**src/rtl/core/axrot_pkg.sv**
```systemverilog
// Shared types, codes and default constants for the axis rotation block.
package axrot_pkg;

  // Default geometry
  localparam int COORD_WIDTH_DEF = 24;
  localparam int TRIG_FRAC_DEF   = 14;
  localparam int TRIG_W          = 16;
  localparam int QUEUE_DEPTH     = 2;
  localparam int CFG_IDX_W       = 3;

  // Cosine after reset: 1.0 in Q1.14
  localparam logic signed [TRIG_W-1:0] COS_RESET = 16'sd16384;

  // Rotation axis codes
  typedef enum logic [1:0] {
    AXIS_X    = 2'd0,
    AXIS_Y    = 2'd1,
    AXIS_Z    = 2'd2,
    AXIS_NONE = 2'd3
  } axis_t;

  // Configuration register indexes
  typedef enum logic [CFG_IDX_W-1:0] {
    REG_AXIS    = 3'd0,
    REG_COS     = 3'd1,
    REG_SIN     = 3'd2,
    REG_PIVOT_X = 3'd3,
    REG_PIVOT_Y = 3'd4,
    REG_PIVOT_Z = 3'd5
  } cfg_idx_t;

  // Width of one queue entry between front and back
  function automatic int entry_w(int cw);
    return 7 * cw + 5;
  endfunction

endpackage

```
**src/rtl/core/axrot_fifo.sv**
```systemverilog
// Short register queue that decouples the front end from the arithmetic back end.
module axrot_fifo import axrot_pkg::*; #(
  parameter int W     = entry_w(COORD_WIDTH_DEF),
  parameter int DEPTH = QUEUE_DEPTH
) (
  input  logic         clk,
  input  logic         rst_n,
  input  logic         push_valid,
  output logic         push_ready,
  input  logic [W-1:0] push_data,
  output logic         pop_valid,
  input  logic         pop_ready,
  output logic [W-1:0] pop_data
);

  localparam int AW = (DEPTH > 1) ? $clog2(DEPTH) : 1;
  localparam logic [AW:0]   FULL = (AW + 1)'(DEPTH);
  localparam logic [AW-1:0] LAST = AW'(DEPTH - 1);

  logic [W-1:0]  mem_r [DEPTH];
  logic [AW-1:0] wr_ptr_r, wr_ptr_nxt;
  logic [AW-1:0] rd_ptr_r, rd_ptr_nxt;
  logic [AW:0]   count_r, count_nxt;
  logic          do_push, do_pop;

  assign push_ready = (count_r != FULL);
  assign pop_valid  = (count_r != '0);
  assign pop_data   = mem_r[rd_ptr_r];
  assign do_push    = push_valid && push_ready;
  assign do_pop     = pop_valid && pop_ready;

  // Advance pointers and occupancy
  always_comb begin
    wr_ptr_nxt = wr_ptr_r;
    rd_ptr_nxt = rd_ptr_r;
    count_nxt  = count_r;
    if (do_push) begin
      wr_ptr_nxt = (wr_ptr_r == LAST) ? '0 : wr_ptr_r + 1'b1;
    end
    if (do_pop) begin
      rd_ptr_nxt = (rd_ptr_r == LAST) ? '0 : rd_ptr_r + 1'b1;
    end
    if (do_push && !do_pop) begin
      count_nxt = count_r + 1'b1;
    end else if (do_pop && !do_push) begin
      count_nxt = count_r - 1'b1;
    end
  end

  always_ff @(posedge clk) begin
    if (!rst_n) begin
      wr_ptr_r <= '0;
      rd_ptr_r <= '0;
      count_r  <= '0;
    end else begin
      wr_ptr_r <= wr_ptr_nxt;
      rd_ptr_r <= rd_ptr_nxt;
      count_r  <= count_nxt;
    end
  end

  // Store the pushed word
  always_ff @(posedge clk) begin
    if (do_push) begin
      mem_r[wr_ptr_r] <= push_data;
    end
  end

endmodule

```
**config.mk**
```make
export PLATFORM = sky130hd
export DESIGN_NAME = axrot_fifo
export DESIGN_NICKNAME = d
export VERILOG_FILES = /design/src/rtl/core/axrot_pkg.sv /design/src/rtl/core/axrot_fifo.sv
export SDC_FILE = /design/constraint.sdc
export NUM_CORES = 1
export LEC_CHECK = 0
export ABC_AREA = 1
export BUFFER_PORTS_ARGS = -buffer_cell sky130_fd_sc_hd__buf_2
export CAP_MARGIN = 40
export CORE_MARGIN = 8
export CORE_UTILIZATION = 40
export CTS_BUF_LIST = sky130_fd_sc_hd__clkbuf_8
export DETAILED_ROUTE_END_ITERATION = 8
export GPL_TIMING_DRIVEN = 0
export PLACE_DENSITY_LB_ADDON = 0.08
export REMOVE_ABC_BUFFERS = 1
export SYNTH_ARGS = -nofsm -noshare
export SYNTH_HDL_FRONTEND = slang
export SYNTH_SLANG_ARGS = --single-unit
```
**constraint.sdc**
```tcl
create_clock -name clk -period 10.2 [get_ports clk]
set_input_delay 2.04 -clock clk [delete_from_list [all_inputs] [get_ports clk]]
set_output_delay 2.04 -clock clk [all_outputs]
set_load 0.05 [all_outputs]
```
**Word level (Yosys, flattened, before mapping)**

Memory sizes are Yosys's and may differ from the RTL's. A register that Yosys moved wholly into a read port is not among the register bits.
Index checks and enable logic that the tools add are counted.

- Memories kept: 1
- Bits in registers: 4
- Memory bits (writable): 346
- Input bits: 177
- Logic and storage cells: 25
- Output and inout bits: 175

Memories:

| memory | words | bits a word | read ports | clocked after Yosys merged registers in | wr ports | RTL line | source |
|---|---|---|---|---|---|---|---|
| mem_r | 2 | 173 | 1 | 1 | 1 | axrot_fifo.sv:20 | `logic [W-1:0] mem_r [DEPTH];` |

- Reduce and logical (&&, ||, !) cells: 8
- Equal/unequal tests: 1
- Muxes and demuxes: 8
- Add/sub/neg operators: 4

Operators by type and width:

| kind | count |
|---|---|
| $mux W1 | 6 |
| $logic_and A1 B1 Y1 | 4 |
| $mux W2 | 2 |
| $reduce_bool A2 Y1 | 2 |
| $add A1 B1 Y1 const B | 2 |
| $add A2 B1 Y2 const B | 1 |
| $logic_not A1 Y1 | 2 |
| $ne A2 B2 Y1 const B | 1 |
| $sub A2 B1 Y2 const B | 1 |

**Longest topological paths before layout**

- Depth in word-level cells: 6
- Depth in mapped cells: 11
- Depth with buffers taken out: 11

**Worst setup path before layout**

No wires, ideal clock.

- Kind: input to register
- Start point: input port push_valid
- End point: memory mem_r[0][0] (netlist name), enable pin
- Buffers on the path: 0
- Arrival: 9.335 ns
- Stages on the path: 2
- Data required time: 9.491 ns
- Setup slack: 0.156 ns
- Setup time: 0.709 ns
- Path through: nand2_1 -> nor2_1

- Word-level cells in the longest chain between the ends: 3

Ends and longest elaborated chain:

| element | RTL line | source |
|---|---|---|
| from (decl) | axrot_fifo.sv:8 | `input logic push_valid,` |
| $logic_and A1 B1 Y1 | axrot_fifo.sv:29 | `assign do_push = push_valid && push_ready;` |
| $mux W1 | axrot_fifo.sv:64 | `if (do_push) begin` |
| $mux W1 (implied by the code) | axrot_fifo.sv:65 | `mem_r[wr_ptr_r] <= push_data;` |
| to (decl) | axrot_fifo.sv:20 |  |

No other way between the ends.

==> impl_metrics.json <==
{
  "finalHoldViolations": 0,
  "numClockSinks": 351,
  "cts.path.max_buffers": 3,
  "clockPowerShare": 0.236,
  "tritoncts": "yes",
  "p_leak_nw": 6.132,
  "synthDistinctLibCells": 14,
  "numCtsBuffers": 58,
  "rsz0062_at_grt": "false",
  "synth_top_family_by_area": "multiplexers",
  "placed_cells": 1326,
  "pwr-share-comb": 0.341,
  "wl_per_cell_um": 20.07,
  "ctsResizeCount": 0,
  "final_cells": 1434,
  "start_util": 0.4066,
  "synthXorXnorAreaFrac": 0,
  "fin_nets": 1162,
  "fin_hold_ws_ns": 0.5011,
  "row_count": 65,
  "crit_fanout": 51,
  "clk_pin_slew_ns": 0.06,
  "cp-start-kind": "flip-flop",
  "clkLatencyLatePin_ns": 0.57,
  "cts_setup_buffers": 0,
  "fin_crit_sh": 0.4578,
  "yosysSeqAreaShare": 0.8176,
  "cts-root-buf": "clkbuf_8",
  "die_y_um": 195.1,
  "drive_gt1_frac": 0.5897,
  "cap_violations": 0,
  "synth_compound_area_frac": 0.001755,
  "power_switching_w": 0.001674,
  "grt_overflow": 0,
  "yosys.area_share.simple": 0.005851,
  "dr.pass1.iters": 4,
  "dp_hpwl_um": 20150,
  "grt_pass1_wl_um": 42570,
  "wl_um": 28780,
  "syn-cell-area_sq_um": 12830,
  "htree_levels": 2,
  "yosysWarnings": 0,
  "synth_adder_area_share": 0.0009752,
  "max-vdd-ir-drop_uv": 142.3,
  "clock_skew_ns": 0.01683,
  "place.gp.congestion": 0.6936,
  "required_ns": 8.16,
  "seqPwrFrac": 0.423,
  "setup_ws_ns": 5.530,
  "finalPower_w": 0.004451,
  "setup_violations": 0,
  "route.met3.wl_um": 3000,
  "ant_nets": 0,
  "period_minus_slack_ns": 4.670,
  "synthCells": 575,
  "p_per_area_nw_per_um2": 274.2,
  "ys_seq_elements": 351,
  "grtUsageTotal": 0.1456,
  "status": "finished, final reports clean",
  "die_w_um": 195.1,
  "antenna_found_initial": 6,
  "max_freq_mhz": 214.1,
  "m1WireLength_um": 11210,
  "core_sq_um": 31560,
  "area_growth_pct": 26.51,
  "final_max_slew_viol_count": 0,
  "worstSetupPathType": "flip-flop to output pin",
  "holdBufCountCts": 0,
  "swShare": 0.3761,
  "drtIter0Drc": 287,
  "fillers": 2754,
  "place_worst_setup_slack_ns": 6.064,
  "p_int_w": 0.002777,
  "arrival_ns": 2.63,
  "grt_pass1_vias": 7234,
  "slew_headroom": 0.4669,
  "synth.mux.area_fraction": 0.1518,
  "wl_met2_um": 14010,
  "grt_max_degree": 52,
  "top_layer": "met5",
  "avgSynthCellArea_sq_um": 22.31,
  "die_area_sq_um": 38060,
  "setup_tns_ns": 0,
  "worstMarginPinSlew_ns": 0.7977,
  "num_vias": 6712,
  "portBuffers": 351,
  "io_pins": 352,
  "hold_class": "flip-flop to flip-flop",
  "crit_path_end_kind": "output pin",
  "drc": 0,
  "via_per_inst": 4.681
}
[power by group through the flow]
stage,clock network [W],logic (W),registers [W]
detailed placement,0,0.00154,0.00191
CTS,0.00110,0.00154,0.00188
global route,0.00116,0.00159,0.00190
finish,0.00105,0.00152,0.00188
floorplan,0,0.00110,0.00199
global placement,0,0.00150,0.00208
[cell families after synthesis]
logic type / Yosys count
AOI/OAI and AO/OA: 4
adders and majority gates: 1
buffers and inverters: 27
DFF: 351
muxes: 173
and+or+nand+nor: 19
[critical path, cell delays in order (launching register included)]
cell and delay [ns]:
dfxtp_4 0.81, buf_16 0.35, buf_12 0.26, mux2_2 0.37, buf_2 0.22
[registers in the layout, indices dropped and copies added (netlist names), named ones only]
name and count:
mem_r 346, rd_ptr_r 1, count_r 2, wr_ptr_r 1
[metal layers]
layer	track usage	vias to the layer above
met4	0.03706	12
li1	-	3114
met1	0.1640	3290
met3	0.07153	52
met2	0.2449	244
met5	0	-
[layout by cell type, fill, tap and decap left out, drive strengths merged]
cell	Yosys	routed
mux2	173	173
diode	0	1
nand2	9	9
nor2	8	8
dfxtp	5	5
o21a	1	1
inv	8	33
clkinvlp	0	1
buf	4	368
clkinv	0	22
clkbuf	15	59
ha	1	1
nand3	1	1
a21oi	1	1
o21ai	2	2
nand4	1	1
edfxtp	346	346
[Yosys cell counts]
cell type,instances,area (sq um)
clkbuf_8,15,206.5
ha_1,1,12.51
buf_6,4,45.04
edfxtp_1,346,10390
nor2_1,8,30.03
a21oi_1,1,5.000
o21ai_0,2,10.01
inv_1,8,30.03
o21a_1,1,7.510
nand2_1,9,33.78
mux2_2,173,1948
dfxtp_1,5,100.1
nand4_1,1,6.260
nand3_1,1,5.000
[layout make-up]
class                      instances  area [sq um]  area share
antenna                            1         2.502   0.0001542
clock buffer                      59         812.0     0.05003
clock inverter                    48         188.9     0.01164
inverter                           8         30.03    0.001850
multi-input combinational        197          2073      0.1277
sequential                       351         10490      0.6465
tap                              402         503.0     0.03099
timing repair buffer             368          2127      0.1311
[final timing paths]
kind              start      endpoint  slack [ns]  cells past startpoint
min reg2reg    rd_ptr_r     flip-flop        0.50                      2
min            rd_ptr_r     flip-flop        0.50                      2
max reg2reg  count_r[0]  mem_r[0][78]        7.80                      7
max           flip-flop  pop_data[54]        5.53                      4
[through the flow]
step	utilization	area, sq um
final	0.5144	16230
after global placement	0.4702	14840
after global routing	0.5143	16230
after detailed placement	0.4826	15230
after floorplan	-	12580
after CTS	0.5143	16230
(Power assumes the default switching activity.)
