File: src/rtl/core/axrot_pkg.sv
// Shared types, codes and default constants for the axis rotation block.
package axrot_pkg;

  // Default geometry
  localparam int COORD_WIDTH_DEF = 24;
  localparam int TRIG_FRAC_DEF   = 14;
  localparam int TRIG_W          = 16;
  localparam int QUEUE_DEPTH     = 2;
  localparam int CFG_IDX_W       = 3;

  // Cosine after reset: 1.0 in Q1.14
  localparam logic signed [TRIG_W-1:0] COS_RESET = 16'sd16384;

  // Rotation axis codes
  typedef enum logic [1:0] {
    AXIS_X    = 2'd0,
    AXIS_Y    = 2'd1,
    AXIS_Z    = 2'd2,
    AXIS_NONE = 2'd3
  } axis_t;

  // Configuration register indexes
  typedef enum logic [CFG_IDX_W-1:0] {
    REG_AXIS    = 3'd0,
    REG_COS     = 3'd1,
    REG_SIN     = 3'd2,
    REG_PIVOT_X = 3'd3,
    REG_PIVOT_Y = 3'd4,
    REG_PIVOT_Z = 3'd5
  } cfg_idx_t;

  // Width of one queue entry between front and back
  function automatic int entry_w(int cw);
    return 7 * cw + 5;
  endfunction

endpackage

File: src/rtl/core/axrot_if.sv
// Vertex input and result output channel interfaces.
interface axrot_in_if import axrot_pkg::*; #(
  parameter int CW = COORD_WIDTH_DEF
) ();
  logic                 valid;
  logic                 ready;
  logic signed [CW-1:0] coord_x;
  logic signed [CW-1:0] coord_y;
  logic signed [CW-1:0] coord_z;
  logic                 first;

  modport source (output valid, coord_x, coord_y, coord_z, first, input ready);
  modport sink   (input valid, coord_x, coord_y, coord_z, first, output ready);
endinterface


File: src/rtl/core/axrot_front.sv
// Front end: accepts vertex words, picks the rotated pair and forms pivot offsets.
module axrot_front import axrot_pkg::*; #(
  parameter int CW = COORD_WIDTH_DEF,
  parameter int EW = entry_w(CW)
) (
  axrot_in_if.sink       in_vtx,
  input  axis_t          axis,
  input  logic [CW-1:0]  pivot_x,
  input  logic [CW-1:0]  pivot_y,
  input  logic [CW-1:0]  pivot_z,
  output logic           push_valid,
  input  logic           push_ready,
  output logic [EW-1:0]  push_data
);

  typedef struct packed {
    axis_t          axis;
    logic [CW-1:0]  x;
    logic [CW-1:0]  y;
    logic [CW-1:0]  z;
    logic [CW:0]    da;
    logic [CW:0]    db;
    logic [CW-1:0]  piv_a;
    logic [CW-1:0]  piv_b;
    logic           first;
  } entry_t;

  entry_t        ent;
  logic [CW-1:0] a;
  logic [CW-1:0] b;
  logic [CW-1:0] pa;
  logic [CW-1:0] pb;

  // Select the coordinate pair that the axis rotates
  always_comb begin
    case (axis)
      AXIS_X: begin
        a = in_vtx.coord_y; b = in_vtx.coord_z; pa = pivot_y; pb = pivot_z;
      end
      AXIS_Y: begin
        a = in_vtx.coord_x; b = in_vtx.coord_z; pa = pivot_x; pb = pivot_z;
      end
      default: begin
        a = in_vtx.coord_x; b = in_vtx.coord_y; pa = pivot_x; pb = pivot_y;
      end
    endcase
  end

  // Form pivot-relative offsets, one bit wider to hold any difference
  always_comb begin
    ent.axis  = axis;
    ent.x     = in_vtx.coord_x;
    ent.y     = in_vtx.coord_y;
    ent.z     = in_vtx.coord_z;
    ent.da    = {a[CW-1], a} - {pa[CW-1], pa};
    ent.db    = {b[CW-1], b} - {pb[CW-1], pb};
    ent.piv_a = pa;
    ent.piv_b = pb;
    ent.first = in_vtx.first;
  end

  // Push straight into the queue
  assign push_data    = ent;
  assign push_valid   = in_vtx.valid;
  assign in_vtx.ready = push_ready;

endmodule

File: src/flat_wrapper.sv
// flat-port wrapper written by rule: the top's interface ports become plain ports
module axrot_front_flat import axrot_pkg::*;
#(
  parameter int CW = COORD_WIDTH_DEF,
  parameter int EW = entry_w(CW)
)
  (axis, pivot_x, pivot_y, pivot_z, push_valid, push_ready, push_data, in_vtx_valid, in_vtx_coord_x, in_vtx_coord_y, in_vtx_coord_z, in_vtx_first, in_vtx_ready);
  axrot_in_if #(.CW(CW)) in_vtx_i ();
  input  axis_t axis;
  input  logic [CW-1:0] pivot_x;
  input  logic [CW-1:0] pivot_y;
  input  logic [CW-1:0] pivot_z;
  output logic push_valid;
  input  logic push_ready;
  output logic [EW-1:0] push_data;
  input wire logic [$bits(in_vtx_i.valid)-1:0] in_vtx_valid;
  input wire logic [$bits(in_vtx_i.coord_x)-1:0] in_vtx_coord_x;
  input wire logic [$bits(in_vtx_i.coord_y)-1:0] in_vtx_coord_y;
  input wire logic [$bits(in_vtx_i.coord_z)-1:0] in_vtx_coord_z;
  input wire logic [$bits(in_vtx_i.first)-1:0] in_vtx_first;
  output wire logic [$bits(in_vtx_i.ready)-1:0] in_vtx_ready;
  assign in_vtx_i.valid = in_vtx_valid;
  assign in_vtx_i.coord_x = in_vtx_coord_x;
  assign in_vtx_i.coord_y = in_vtx_coord_y;
  assign in_vtx_i.coord_z = in_vtx_coord_z;
  assign in_vtx_i.first = in_vtx_first;
  assign in_vtx_ready = in_vtx_i.ready;
  axrot_front #(.CW(CW), .EW(EW)) u_core (.in_vtx(in_vtx_i), .axis(axis), .pivot_x(pivot_x), .pivot_y(pivot_y), .pivot_z(pivot_z), .push_valid(push_valid), .push_ready(push_ready), .push_data(push_data));
endmodule
File: config.mk
export PLATFORM = sky130hd
export DESIGN_NAME = axrot_front_flat
export DESIGN_NICKNAME = d
export VERILOG_FILES = /design/src/rtl/core/axrot_pkg.sv /design/src/rtl/core/axrot_if.sv /design/src/rtl/core/axrot_front.sv /design/src/flat_wrapper.sv
export SDC_FILE = /design/constraint.sdc
export NUM_CORES = 1
export LEC_CHECK = 0
export ABC_AREA = 1
export BUFFER_PORTS_ARGS = -buffer_cell sky130_fd_sc_hd__buf_4
export CORE_AREA = 2 2 125 127
export DETAILED_ROUTE_END_ITERATION = 6
export DIE_AREA = 0 0 127 129
export PLACE_DENSITY = 0.69
export SETUP_SLACK_MARGIN = 0.3
export SLEW_MARGIN = 30
export SYNTH_ARGS = -nofsm -noshare
export SYNTH_HDL_FRONTEND = slang
export SYNTH_SLANG_ARGS = --single-unit
File: constraint.sdc
create_clock -name vclk -period 5.3
set_input_delay 1.06 -clock vclk [all_inputs]
set_output_delay 1.06 -clock vclk [all_outputs]
set_load 0.1 [all_outputs]
-- Word level (Yosys, flattened, before mapping)
Index checks and enable logic that the tools add are counted.
- add/subtract/negate cells: 2
- $mul: 0
- div/mod/pow operators: 0
- order comparisons: 0
- equal/unequal tests: 1
- shift-type cells: 0
- muxes and demuxes: 4
- bitwise gates (word level): 0
- reductions and logical operators: 2
- operators with widths (kind ; number):
    $mux 24 ; 4
    $sub 24x24->25 ; 2
    $eq 2x1->1 const B ; 1
    $logic_not 2->1 ; 1
    $reduce_or 2->1 ; 1
- register bits: 0
- bits in latches: 0
- RAM bits: 0
- ROM bits: 0
- input port bits: 149
- output and inout bits: 175
- word-level logic and storage cells: 9
- memories: 0

-- Depth between registers and ports, before layout
- depth in word-level cells: 4
- gate-level depth with buffers: 16
- gate-level depth less buffers: 14

-- Least setup slack after synthesis
No wires, ideal clock.
- path kind: input-to-output
- start point: in axis[1]
- end point: out push_data[90]
- arrival: 4.674 ns
- required time: 4.240 ns
- path slack: -0.434 ns
- stages: 14
- path buffers: 2
- cells stage by stage: buf_2 -> nor2_4 -> buf_4 -> mux2_2 -> ha_1 -> inv_1 -> fa_1 -> nand2_1 -> nand2_1 -> nand3_1 -> nand2_2 -> nand2_1 -> nand2_1 -> xor2_1
- word-level cells in the longest chain between the ends: 3
- elaborated cells on any way between the ends: 4
- classes of those cells: add/sub: 1; mux: 2; reduce/logical: 1
- ends and longest elaborated chain (what ; RTL line ; RTL):
    start: declaration ; flat_wrapper.sv:9 ; input axis_t axis;
    $logic_not 2->1 ; axrot_front.sv:36 ; case (axis)
    $mux 24 ; axrot_front.sv:36 ;
    net push_data[25] ; flat_wrapper.sv:15 ; output logic [EW-1:0] push_data;
    $sub 24x24->25 ; axrot_front.sv:55 ; ent.da = {a[CW-1], a} - {pa[CW-1], pa};
    end: declaration ; flat_wrapper.sv:15 ;
The timed path passes the listed nets, and every way through them passes these cells.

-- Final worst setup path
- start point: in axis[1]
- end point: out push_data[96]
- word-level cells in the longest chain between the ends: 3
- elaborated cells on any way between the ends: 4
- classes of those cells: add/sub: 1; mux: 2; reduce/logical: 1
- ends and longest elaborated chain (what ; RTL line):
    $logic_not 2->1 (*) ; axrot_front.sv:36
    $mux 24 ; axrot_front.sv:36
    $sub 24x24->25 (*) ; axrot_front.sv:55
Mark *: on every way between the ends. The rest lies on a longest branch, timed or not.

==> flow_summary.rst <==
.. list-table::
   :header-rows: 1

   * - Metric
     - Value
   * - DRC errors left
     - 0
   * - Wire length of the first global-routing pass
     - 33400 um
   * - Warning count from the yosys run
     - 0
   * - Sort of element at the start of the critical path
     - input pin
   * - Number of distinct standard cells referenced by the synthesized netlist
     - 23
   * - Cell breakdown of the critical path
     - buf_4, nor2_4, buf_12, mux2_2, ha_1, inv_1, fa_2, nand2_1, nand2_1, nand3_1, nand2_1, nand2_1, nand3_1, nand2_1, nand2_1, buf_6
   * - Critical path's most frequent cell
     - nand2_1
   * - Sequential cell area
     - 0 um2
   * - Overall die height
     - 129 um
   * - Worst hold start
     - push_ready
   * - Layout cell share with drive strength beyond 1
     - 0.323
   * - Area enclosed by the die boundary
     - 16400 um2
   * - Design Area, Final
     - 7820 um2
   * - Crit path kind
     - input pin to output port
   * - Antenna cells
     - 0
   * - HP Class
     - input pin to output port
   * - FP Rows
     - 45
   * - Fillcell total
     - 1616
   * - Most instantiated cells after synthesis
     - 399 x nand2_1, 245 x inv_1, 81 x buf_4
   * - Net Count, Synth
     - 1266
   * - Aggregate global routing overflow
     - 0
   * - Crit path buffers/inverters
     - 4
   * - Kind of end point of the critical path
     - output port
   * - Hold Path End
     - in_vtx_ready
   * - Critical Path Max Stage Delay
     - 0.37 ns
   * - Effective utilization at floorplan
     - 0.368
   * - Cell type contributing the most total cell area after synthesis
     - nand2_1
   * - Routed length per instance
     - 15.3 um
   * - Time the worst path needs with I/O delays and setup
     - 4.81 ns
   * - Floorplan die width
     - 127 um
   * - DRC marker count from the first detailed-route iteration
     - 432
   * - Vias
     - 6911
   * - Final-report max-slew violation count
     - 0
   * - Core Box Area
     - 15000 um2
   * - Transition time at the pin with the least slew margin
     - 0.592 ns
   * - Maximum fanout along the worst path
     - 36
   * - Number of max-capacitance violations reported
     - 0
   * - Detailed placement HPWL
     - 20000 um
   * - Critical path's slowest cell
     - mux2_2
   * - Worst IR Drop VDD
     - 0.293 mV
   * - Antenna violations before repair
     - 0
   * - Combined area of the multi-input logic cells
     - 4200 um2
   * - Final Routed Wirelength
     - 22700 um
   * - Number of routed nets with antenna violations
     - 0
   * - Synthesized cell area
     - 5520 um2
   * - Final period util
     - 0.908
   * - Status
     - finished, final reports clean
   * - Avg Vias per Cell
     - 4.66
   * - Hold Fails Final Rpt
     - 0
   * - Count of clock-net buffers in the final layout
     - 0
   * - Relative slew slack
     - 0.601
   * - Count of cells along the worst hold path
     - 0
   * - Leakage
     - 4.82 nW
   * - Family of cells with the greatest summed delay on the critical path
     - simple AND/OR/NAND/NOR gates
   * - Portion of synthesized cell area occupied by the leading cell type
     - 0.271
   * - Net count, final
     - 1497
   * - Most area-consuming cells after synthesis
     - nand2_1 27%, inv_1 17%, buf_4 11%
   * - Final-layout worst hold slack
     - 2.12 ns
   * - Placed Instance Area
     - 7770 um2
   * - Drt pass-1 iters
     - 7
   * - Maximum clock frequency
     - 0.208 GHz
   * - Most common cell in the netlist
     - nand2_1
   * - Total Routing Usage GR
     - 0.256
   * - Quantity of I/O buffers inserted on ports
     - 318
   * - Flip-flop and latch count
     - 0
   * - Required time at the endpoint of the critical path
     - 4.24 ns
   * - Per-instance average area after synthesis
     - 5.17 um2
   * - Overall power after layout
     - 2.47 mW
   * - Number of ports placed on the die boundary
     - 324
   * - Power density normalized to cell area
     - 316 nW/um2
   * - Sequential element share of the synthesized area
     - 0
   * - WP data arrival
     - 3.75 ns
   * - Area growth syn-to-layout
     - 41.8%
   * - Global placement routability congestion
     - 1.00
   * - Vias in the first global route
     - 6470
   * - Setup-violating endpoint count in the final report
     - 0
   * - Setup repair after global routing missed its margin
     - no
   * - Syn Inst Count
     - 1067
   * - Largest net degree at the start of global routing
     - 73
   * - Final-layout setup total negative slack
     - 0 ns
==> report_power, final <==
group | internal (mW) | leakage, nW | switching, mW | total (mW)
sequential | 0 | 0 | 0 | 0
clock | 0 | 0 | 0 | 0
combinational | 0.567 | 4.82 | 1.91 | 2.47
total | 0.567 | 4.82 | 1.91 | 2.47
==> what timing repair did <==
action	4_1_cts	5_1_grt
setup buffers	0	0
endpoints found under the setup margin	0	9
resized for setup	0	8
hold buffers	0	0
==> cell type report <==
| cell class | instances | share of cell area |
|---|---|---|
| Timing Repair Buffer | 321 | 0.315 |
| Inverter | 245 | 0.118 |
| Multi-Input combinational cell | 730 | 0.537 |
| Tap cell | 188 | 0.0301 |
==> per-stage QoR <==
| stage | std cells | setup slack (ns) | utilization |
|---|---|---|---|
| detailed placement | 1483 | 0.408 | 0.519 |
| global placement | 1483 | 0.435 | 0.519 |
| finish | 1484 | 0.490 | 0.522 |
| floorplan | 1067 | 0.0173 | - |
| global route | 1484 | 0.305 | 0.522 |
| CTS | 1483 | 0.405 | 0.519 |
==> layout by cell type (no fill, tap or decap) <==
master / instances
buf_4: 314
buf_12: 2
or2_1: 2
fa_2: 1
mux2_2: 48
fa_1: 1
and2_1: 3
o21ai_1: 1
nand3_1: 39
inv_1: 245
xor2_4: 4
clkbuf_16: 1
ha_1: 47
nand4_1: 12
xor2_2: 23
or2_0: 1
buf_6: 4
ha_2: 1
nor2_1: 51
nor3_1: 3
o21ai_0: 47
nand2_1: 397
a21oi_1: 25
nand3b_1: 4
nor2_2: 12
nor2_4: 1
nand2_2: 7
==> cell families (layout without fill, tap and decap cells) <==
kind of cell,Yosys count,in the layout,synth area share
simple gates,532,532,0.390
buf+inv,337,566,0.286
compound gates,73,73,0.0662
fa+ha+maj,50,50,0.116
mux,48,48,0.0980
xor+xnor,27,27,0.0429
==> metal layers <==
metal  vias up  global-route usage  part of all wire
li1       3570                   -                 -
met1      3082               0.368              0.46
met2       233               0.433              0.47
met3        26              0.0133             0.053
met4         0              0.0420             0.017
met5         -                   0                 0
==> how the worst max path moves through the flow <==
stage / startpoint / end / slack, ns / depth (start not counted)
after CTS: axis[1] / push_data[96] / 0.40 / 16
after global placement: axis[1] / push_data[96] / 0.43 / 16
after floorplan: axis[1] / push_data[90] / 0.02 / 14
final: axis[1] / push_data[96] / 0.49 / 16
after global routing: axis[1] / push_data[96] / 0.30 / 16
after detailed placement: axis[1] / push_data[96] / 0.41 / 16
No activity file was read; power rests on OpenSTA's default activity.
